<file path="src/rtl/sdrs_pkg.sv">
// ----------------------------------------------------------------------------
// sdrs_pkg
// Shared types and constants for the SCAN disk request scheduler.
// ----------------------------------------------------------------------------
package sdrs_pkg;

    localparam int QUEUE_DEPTH = 8;
    localparam int IDX_W       = (QUEUE_DEPTH > 1) ? $clog2(QUEUE_DEPTH) : 1;
    localparam int CNT_W       = $clog2(QUEUE_DEPTH + 1);

    localparam logic [31:0] WAIT_MAX  = 32'hFFFF_FFFF;
    localparam logic [47:0] TOTAL_MAX = 48'hFFFF_FFFF_FFFF;

    localparam logic OP_ENQUEUE = 1'b0;
    localparam logic OP_SERVICE = 1'b1;

    localparam logic [1:0] ST_OK    = 2'd0;
    localparam logic [1:0] ST_FULL  = 2'd1;
    localparam logic [1:0] ST_EMPTY = 2'd2;
    localparam logic [1:0] ST_RANGE = 2'd3;

    localparam logic [1:0] REG_MAX_SECTOR      = 2'd0;
    localparam logic [1:0] REG_FIXED_COST      = 2'd1;
    localparam logic [1:0] REG_COST_PER_SECTOR = 2'd2;

    localparam logic [15:0] RST_MAX_SECTOR      = 16'd1024;
    localparam logic [15:0] RST_FIXED_COST      = 16'd2;
    localparam logic [7:0]  RST_COST_PER_SECTOR = 8'd1;

    typedef struct packed {
        logic        operation;
        logic [15:0] sector;
    } t_in_word;

    typedef struct packed {
        logic [1:0]  status;
        logic [15:0] served_sector;
        logic [31:0] served_wait;
        logic [23:0] seek_cost;
        logic [47:0] total_wait;
        logic        direction_up;
        logic [6:0]  occupancy;
    } t_out_word;

    typedef struct packed {
        logic [15:0] max_sector;
        logic [15:0] fixed_cost;
        logic [7:0]  cost_per_sector;
    } t_cfg;

endpackage

</file>
<file path="src/rtl/sdrs_cfg.sv">
// ----------------------------------------------------------------------------
// sdrs_cfg
// APB register file holding the seek cost and sector range settings.
// ----------------------------------------------------------------------------
module sdrs_cfg
    import sdrs_pkg::*;
(
    input  logic        i_clk,
    input  logic        i_rst_n,
    input  logic        psel,
    input  logic        penable,
    input  logic        pwrite,
    input  logic [3:0]  paddr,
    input  logic [31:0] pwdata,
    output logic [31:0] prdata,
    output logic        pready,
    output t_cfg        o_cfg
);

    t_cfg        r_cfg;
    logic        wr_en;
    logic [1:0]  reg_idx;

    assign pready  = 1'b1;
    assign reg_idx = paddr[3:2];
    assign wr_en   = psel & penable & pwrite;
    assign o_cfg   = r_cfg;

    always_ff @(posedge i_clk) begin
        if (!i_rst_n) begin
            r_cfg.max_sector      <= RST_MAX_SECTOR;
            r_cfg.fixed_cost      <= RST_FIXED_COST;
            r_cfg.cost_per_sector <= RST_COST_PER_SECTOR;
        end else if (wr_en) begin
            case (reg_idx)
                REG_MAX_SECTOR:      r_cfg.max_sector      <= pwdata[15:0];
                REG_FIXED_COST:      r_cfg.fixed_cost      <= pwdata[15:0];
                REG_COST_PER_SECTOR: r_cfg.cost_per_sector <= pwdata[7:0];
                default: ;
            endcase
        end
    end

    always_comb begin
        case (reg_idx)
            REG_MAX_SECTOR:      prdata = {16'd0, r_cfg.max_sector};
            REG_FIXED_COST:      prdata = {16'd0, r_cfg.fixed_cost};
            REG_COST_PER_SECTOR: prdata = {24'd0, r_cfg.cost_per_sector};
            default:             prdata = 32'd0;
        endcase
    end

endmodule

</file>
<file path="src/rtl/scan_disk_request_scheduler.sv">
// ----------------------------------------------------------------------------
// scan_disk_request_scheduler
// SCAN (elevator) scheduler over an ordered table of pending sector requests.
// ----------------------------------------------------------------------------
// Input words carry an operation (enqueue or service) and a sector. Each
// accepted word yields exactly one output word with status, served request,
// seek cost, running wait total, scan direction and occupancy.
// Enqueue and empty-service words go from idle straight to the finish state,
// which loads the output register. A service walks a table of N entries with
// one comparator: up to two passes of one entry per cycle, then the seek cost
// multiply, then the other waits are aged through one saturating adder, then
// the gap is closed, and the finish state loads the output. The finish state
// waits for a free output slot, and the next word is taken once the sequencer
// is back in idle.
// o_in_ready is high only while the sequencer is idle.
// The result sits in an output register; a stalled receiver holds it, and
// the next word may still be accepted, but its result waits for the slot.
// Reset (synchronous, active low) empties the table, parks the head at
// sector 0, sets the upward direction, clears the total and loads the
// register defaults. Registers are written over the APB port.
// ----------------------------------------------------------------------------
module scan_disk_request_scheduler
    import sdrs_pkg::*;
(
    input  logic        i_clk,
    input  logic        i_rst_n,
    input  logic        i_in_valid,
    output logic        o_in_ready,
    input  t_in_word    i_in_data,
    output logic        o_out_valid,
    input  logic        i_out_ready,
    output t_out_word   o_out_data,
    input  logic        psel,
    input  logic        penable,
    input  logic        pwrite,
    input  logic [3:0]  paddr,
    input  logic [31:0] pwdata,
    output logic [31:0] prdata,
    output logic        pready
);

    typedef enum logic [5:0] {
        S_IDLE   = 6'b000001,
        S_SEARCH = 6'b000010,
        S_COST   = 6'b000100,
        S_AGE    = 6'b001000,
        S_SHIFT  = 6'b010000,
        S_FIN    = 6'b100000
    } t_state;

    t_cfg        cfg;
    t_state      r_state, n_state;

    logic [15:0] r_sector [QUEUE_DEPTH];
    logic [31:0] r_wait   [QUEUE_DEPTH];
    logic [CNT_W-1:0] r_count;
    logic [15:0] r_head;
    logic        r_scan_up;
    logic [47:0] r_total;

    logic [IDX_W-1:0] r_idx;
    logic [IDX_W-1:0] r_pick;
    logic        r_found;
    logic [15:0] r_best;
    logic [1:0]  r_status;
    logic [15:0] r_srv_sector;
    logic [31:0] r_srv_wait;
    logic [23:0] r_cost;
    logic        r_out_valid;
    t_out_word   r_out;

    logic        in_acc;
    logic        out_free;
    logic [CNT_W-1:0] idx_next;
    logic [IDX_W-1:0] rd_addr;
    logic [15:0] rd_sector;
    logic [31:0] rd_wait;
    logic        last;
    logic        hit;
    logic [15:0] seek_dist;
    logic [23:0] cost_calc;
    logic [32:0] age_sum;
    logic [48:0] total_sum;
    logic        shift_more;

    sdrs_cfg u_cfg (
        .i_clk   (i_clk),
        .i_rst_n (i_rst_n),
        .psel    (psel),
        .penable (penable),
        .pwrite  (pwrite),
        .paddr   (paddr),
        .pwdata  (pwdata),
        .prdata  (prdata),
        .pready  (pready),
        .o_cfg   (cfg)
    );

    assign o_in_ready  = (r_state == S_IDLE);
    assign in_acc      = i_in_valid & o_in_ready;
    assign out_free    = ~r_out_valid | i_out_ready;
    assign o_out_valid = r_out_valid;
    assign o_out_data  = r_out;

    assign idx_next   = CNT_W'(r_idx) + CNT_W'(1);
    assign rd_addr    = (r_state == S_SHIFT) ? idx_next[IDX_W-1:0] : r_idx;
    assign rd_sector  = r_sector[rd_addr];
    assign rd_wait    = r_wait[rd_addr];
    assign last       = (idx_next == r_count);
    assign shift_more = (idx_next < r_count);

    always_comb begin
        if (r_scan_up) begin
            hit = (rd_sector >= r_head) && (!r_found || rd_sector <= r_best);
        end else begin
            hit = (rd_sector <= r_head) && (!r_found || rd_sector >= r_best);
        end
    end

    assign seek_dist = (r_best >= r_head) ? (r_best - r_head) : (r_head - r_best);
    assign cost_calc = 24'(cfg.fixed_cost) + 24'(cfg.cost_per_sector) * 24'(seek_dist);
    assign age_sum   = 33'(rd_wait) + 33'(r_cost);
    assign total_sum = 49'(r_total) + 49'(r_srv_wait);

    always_comb begin
        n_state = r_state;
        case (r_state)
            S_IDLE: begin
                if (in_acc) begin
                    if (i_in_data.operation == OP_SERVICE && r_count != '0) begin
                        n_state = S_SEARCH;
                    end else begin
                        n_state = S_FIN;
                    end
                end
            end
            S_SEARCH: begin
                if (last && (r_found || hit)) begin
                    n_state = S_COST;
                end
            end
            S_COST:  n_state = S_AGE;
            S_AGE: begin
                if (last) begin
                    n_state = S_SHIFT;
                end
            end
            S_SHIFT: begin
                if (!shift_more) begin
                    n_state = S_FIN;
                end
            end
            S_FIN: begin
                if (out_free) begin
                    n_state = S_IDLE;
                end
            end
            default: n_state = S_IDLE;
        endcase
    end

    // table storage, no reset
    always_ff @(posedge i_clk) begin
        case (r_state)
            S_IDLE: begin
                if (in_acc && i_in_data.operation == OP_ENQUEUE &&
                    i_in_data.sector <= cfg.max_sector &&
                    r_count < CNT_W'(QUEUE_DEPTH)) begin
                    r_sector[r_count[IDX_W-1:0]] <= i_in_data.sector;
                    r_wait[r_count[IDX_W-1:0]]   <= 32'd0;
                end
            end
            S_AGE: begin
                if (r_idx != r_pick) begin
                    r_wait[r_idx] <= age_sum[32] ? WAIT_MAX : age_sum[31:0];
                end
            end
            S_SHIFT: begin
                if (shift_more) begin
                    r_sector[r_idx] <= rd_sector;
                    r_wait[r_idx]   <= rd_wait;
                end
            end
            default: ;
        endcase
    end

    always_ff @(posedge i_clk) begin
        if (!i_rst_n) begin
            r_state     <= S_IDLE;
            r_count     <= '0;
            r_head      <= 16'd0;
            r_scan_up   <= 1'b1;
            r_total     <= 48'd0;
            r_out_valid <= 1'b0;
            r_idx       <= '0;
            r_found     <= 1'b0;
        end else begin
            r_state <= n_state;
            if (r_state == S_FIN && out_free) begin
                r_out_valid <= 1'b1;
            end else if (i_out_ready) begin
                r_out_valid <= 1'b0;
            end
            case (r_state)
                S_IDLE: begin
                    r_idx   <= '0;
                    r_found <= 1'b0;
                    if (in_acc && i_in_data.operation == OP_ENQUEUE &&
                        i_in_data.sector <= cfg.max_sector &&
                        r_count < CNT_W'(QUEUE_DEPTH)) begin
                        r_count <= r_count + CNT_W'(1);
                    end
                end
                S_SEARCH: begin
                    if (hit) begin
                        r_found <= 1'b1;
                    end
                    if (last) begin
                        r_idx <= '0;
                        if (!(r_found || hit)) begin
                            r_scan_up <= ~r_scan_up;
                        end
                    end else begin
                        r_idx <= idx_next[IDX_W-1:0];
                    end
                end
                S_COST: begin
                    r_head  <= r_best;
                    r_total <= total_sum[48] ? TOTAL_MAX : total_sum[47:0];
                end
                S_AGE: begin
                    r_idx <= last ? r_pick : idx_next[IDX_W-1:0];
                end
                S_SHIFT: begin
                    if (shift_more) begin
                        r_idx <= idx_next[IDX_W-1:0];
                    end else begin
                        r_count <= r_count - CNT_W'(1);
                    end
                end
                default: ;
            endcase
        end
    end

    // datapath holding registers
    always_ff @(posedge i_clk) begin
        case (r_state)
            S_IDLE: begin
                if (in_acc) begin
                    r_srv_sector <= 16'd0;
                    r_srv_wait   <= 32'd0;
                    r_cost       <= 24'd0;
                    if (i_in_data.operation == OP_ENQUEUE) begin
                        if (i_in_data.sector > cfg.max_sector) begin
                            r_status <= ST_RANGE;
                        end else if (r_count >= CNT_W'(QUEUE_DEPTH)) begin
                            r_status <= ST_FULL;
                        end else begin
                            r_status <= ST_OK;
                        end
                    end else if (r_count == '0) begin
                        r_status <= ST_EMPTY;
                    end else begin
                        r_status <= ST_OK;
                    end
                end
            end
            S_SEARCH: begin
                if (hit) begin
                    r_best     <= rd_sector;
                    r_pick     <= r_idx;
                    r_srv_wait <= rd_wait;
                end
                if (last && (r_found || hit)) begin
                    r_srv_sector <= hit ? rd_sector : r_best;
                end
            end
            S_COST: begin
                r_cost <= cost_calc;
            end
            S_FIN: begin
                if (out_free) begin
                    r_out.status        <= r_status;
                    r_out.served_sector <= r_srv_sector;
                    r_out.served_wait   <= r_srv_wait;
                    r_out.seek_cost     <= r_cost;
                    r_out.total_wait    <= r_total;
                    r_out.direction_up  <= r_scan_up;
                    r_out.occupancy     <= 7'(r_count);
                end
            end
            default: ;
        endcase
    end

endmodule

</file>
<file path="config.mk">
export PLATFORM = sky130hd
export DESIGN_NAME = scan_disk_request_scheduler
export DESIGN_NICKNAME = d
export VERILOG_FILES = /design/src/rtl/sdrs_pkg.sv /design/src/rtl/sdrs_cfg.sv /design/src/rtl/scan_disk_request_scheduler.sv
export SDC_FILE = /design/constraint.sdc
export NUM_CORES = 2
export LEC_CHECK = 0
export BUFFER_PORTS_ARGS = -buffer_cell sky130_fd_sc_hd__buf_2
export CAP_MARGIN = 10
export CORE_AREA = 5 5 260 262
export CTS_BUF_LIST = sky130_fd_sc_hd__clkbuf_2
export CTS_CLUSTER_DIAMETER = 40
export DETAILED_ROUTE_END_ITERATION = 12
export DIE_AREA = 0 0 265 267
export PLACE_DENSITY = 0.77
export SLEW_MARGIN = 15
export SYNTH_ARGS = -nofsm -noshare
export SYNTH_HDL_FRONTEND = slang
export SYNTH_SLANG_ARGS = --single-unit
export TNS_END_PERCENT = 50
</file>
<file path="constraint.sdc">
create_clock -name i_clk -period 17.8 [get_ports i_clk]
set_input_delay 0.89 -clock i_clk [delete_from_list [all_inputs] [get_ports i_clk]]
set_output_delay 0.89 -clock i_clk [all_outputs]
set_load 0.01 [all_outputs]
</file>
==> flow_summary.ini <==
[outcome]
status = complete, no violations

[place]
gp_congestion = 0.986
port_buffers = 186
dpl.hpwl_mm = 68.7

[clocking]
cts_made_buffers = 171
clk_latency_ns = 1.37
cts.sinks = 724
cts_buffer_depth = 3
htree_levels = 4
cts-root-buf = clkbuf_2
cts_tree = yes
clk_pin_slew_ns = 0.11

[detailed_routing]
drt_pass1_iterations = 6
vias_per_cell = 6.11
final_antenna_net_count = 0
drc_errors = 0
drt_iter0_markers = 2756
vias = 27500
routedWlPerCell_um = 21.9
wirelength_mm = 98.3

[critical_path]
cp_slowest_cell = o2bb2ai_1
crit_type = reg -> reg
crit_arrival_ns = 9.53
critPathMaxFanout = 11
endpoint_kind = flip-flop
max_stage_delay_ns = 0.74
start_kind = flip-flop
crit_buf_inv = 5
worstPathRequired_ns = 18.87
path_delay_family = adder cells

[synth]
synth-edff-count = 604
synth_flop_cell = edfxtp_1
syn-cell-area_sq_um = 38700
yosys_warnings = 0
synth_top_area_frac = 0.469
synthTopCellsByArea = edfxtp_1 47%, dfxtp_1 6.2%, ha_1 6.0%, fa_1 5.4%, mux4_2 5.2%
synth_top_cell_by_area = edfxtp_1
synth-async-reset-ratio = 0
netlist_instances = 3215
avgSynthCellArea_sq_um = 12.0
ys_ff_latch = 724
synth.distinct_cells = 86
ys_seq_area_frac = 0.531

[floorplanning]
start_util = 0.594
io-pin-count = 225
design.core.area_sq_um = 65200
num_rows = 94
dieArea_sq_um = 70800
die_w_um = 265
die_h_um = 267

[sta]
hold_viol = 0
hold_ws_ns = 0.195
period_minus_slack_ns = 8.46
relSlewSlack = 0.272
period_share = 0.476
rsz0062_at_grt = no
drv_slew = 0
setup_violations = 0
clock_skew_ns = 0.101
tightest_slew_ns = 1.09
finalSetupTns_ns = 0
max_freq_mhz = 118

[finish]
syn_to_final_growth_pct = 9.70
final_nets = 3847
drive_gt1_frac = 0.183
fillCellCount = 4818

[grt]
globalRouteOverflowTotal = 0
grt_pass1_wl_mm = 152
grt_max_degree = 65
grt_pass1_vias = 27600
grt_util_all_layers = 0.276
antenna_found_initial = 6

[hold_path]
hp-class = in -> reg

[job]
cap_violations = 0

[power_and_ir_drop]
ir_worst_vdd_uv = 50.5
power_density_nw_per_um2 = 78.4
power.leakage_nw = 16.7
stage by stage:
stage	worst slack (ns)	instances	utilization	instance area, sq um	total power [mW]
2_1_floorplan	9.64	3233	-	38800	2.14
3_3_place_gp	9.65	4165	0.623	40600	2.24
3_5_place_dp	9.45	4165	0.623	40600	2.25
4_1_cts	9.45	4492	0.651	42400	3.35
5_1_grt	8.82	4493	0.651	42400	3.48
6_report	9.34	4495	0.652	42500	3.33
sequential cells by signal (all words and copies together), names as in the netlist, 2 cells and up:
| signal | flops |
|---|---|
| o_out_data | 127 |
| r_best | 16 |
| r_cost | 24 |
| r_count | 4 |
| r_head | 16 |
| r_idx | 3 |
| r_pick | 3 |
| r_sector | 128 |
| r_srv_sector | 16 |
| r_srv_wait | 32 |
| r_state | 6 |
| r_status | 2 |
| r_total | 48 |
| r_wait | 256 |
| u_cfg.o_cfg | 40 |
power by group:
part / total (mW) / switching [mW] / internal, mW
clock network: 1.10 / 0.669 / 0.435
logic: 0.306 / 0.201 / 0.105
registers: 1.92 / 0.0388 / 1.88
metal layers:
metal  up-vias  part of all wire  global-route usage
met2      1354              0.48               0.450
met5         -           0.00044                   0
met1     13500              0.40               0.367
li1      12300                 -                   -
met4         6             0.034               0.102
met3       250             0.090              0.0633
worst min-delay path, delay by kind of cell:
family          cells  cell delay [ns]
buf+inv             2             0.40
compound gates      2             0.22
cells by family (layout without fill, tap and decap cells):
group | count (synthesis) | count (layout) | share of synthesized area
adders and majority gates | 292 | 292 | 0.115
xor gates and xnor gates | 73 | 73 | 0.0165
AOI/OAI and AO/OA | 680 | 680 | 0.113
other | 2 | 23 | 0.000194
DFF | 724 | 724 | 0.531
and+or+nand+nor | 819 | 819 | 0.103
buffers and inverters | 446 | 841 | 0.0465
muxes | 179 | 179 | 0.0755
cells in the mapped netlist (54+ instances only):
cell	n
nand2_1	297
o21ai_0	131
fa_1	105
mux4_2	90
nand2b_1	54
dfxtp_1	120
a21oi_1	235
mux2i_1	85
nor2_1	177
and2_1	95
inv_1	288
ha_1	187
edfxtp_1	604
clkbuf_1	116
repair_timing:
| item | CTS | global route |
|---|---|---|
| hold buffers | 21 | 0 |
| buffers inserted | 0 | 0 |
| resized for setup | 0 | 0 |
| endpoints found under the hold margin | 50 | 0 |
worst paths after layout:
path | endpoint | slack (ns) | depth (start not counted) | start
hold reg to reg | o_out_data[121] | 0.36 | 0 | r_srv_sector[9]
setup reg to reg | r_cost[23] | 9.34 | 29 | r_best[0]
setup / recovery | r_cost[23] | 9.34 | 29 | r_best[0]
hold / removal | r_total[8] | 0.20 | 4 | i_rst_n
placed cells by master (no fill, tap or decap), types with 23 or more instances in the layout:
master,count
dfxtp_1,120
nand2_1,295
xnor2_1,45
nand2b_1,54
a21oi_1,234
xor2_1,28
a311oi_1,24
nand3_1,38
buf_2,186
fa_1,105
nor2_1,175
clkbuf_2,238
nor3_1,29
mux4_2,90
buf_4,39
a211oi_1,45
a21o_1,52
nand4_1,23
clkinv_1,33
edfxtp_1,604
ha_1,186
o21ai_0,126
and2_1,95
inv_1,287
mux2i_1,85
area by class of cell:
cell class / instances / area, sq um / share of cell area
Timing Repair Buffer: 246 / 1430 / 0.0338
Clock inverter: 68 / 455 / 0.0107
Sequential cell: 724 / 20500 / 0.484
Clock buffer: 238 / 1190 / 0.0281
Multi-Input combinational cell: 2063 / 16700 / 0.392
Antenna cell: 3 / 7.51 / 0.000177
Tap cell: 864 / 1080 / 0.0255
Inverter: 289 / 1080 / 0.0256
(Power assumes the default switching activity.)
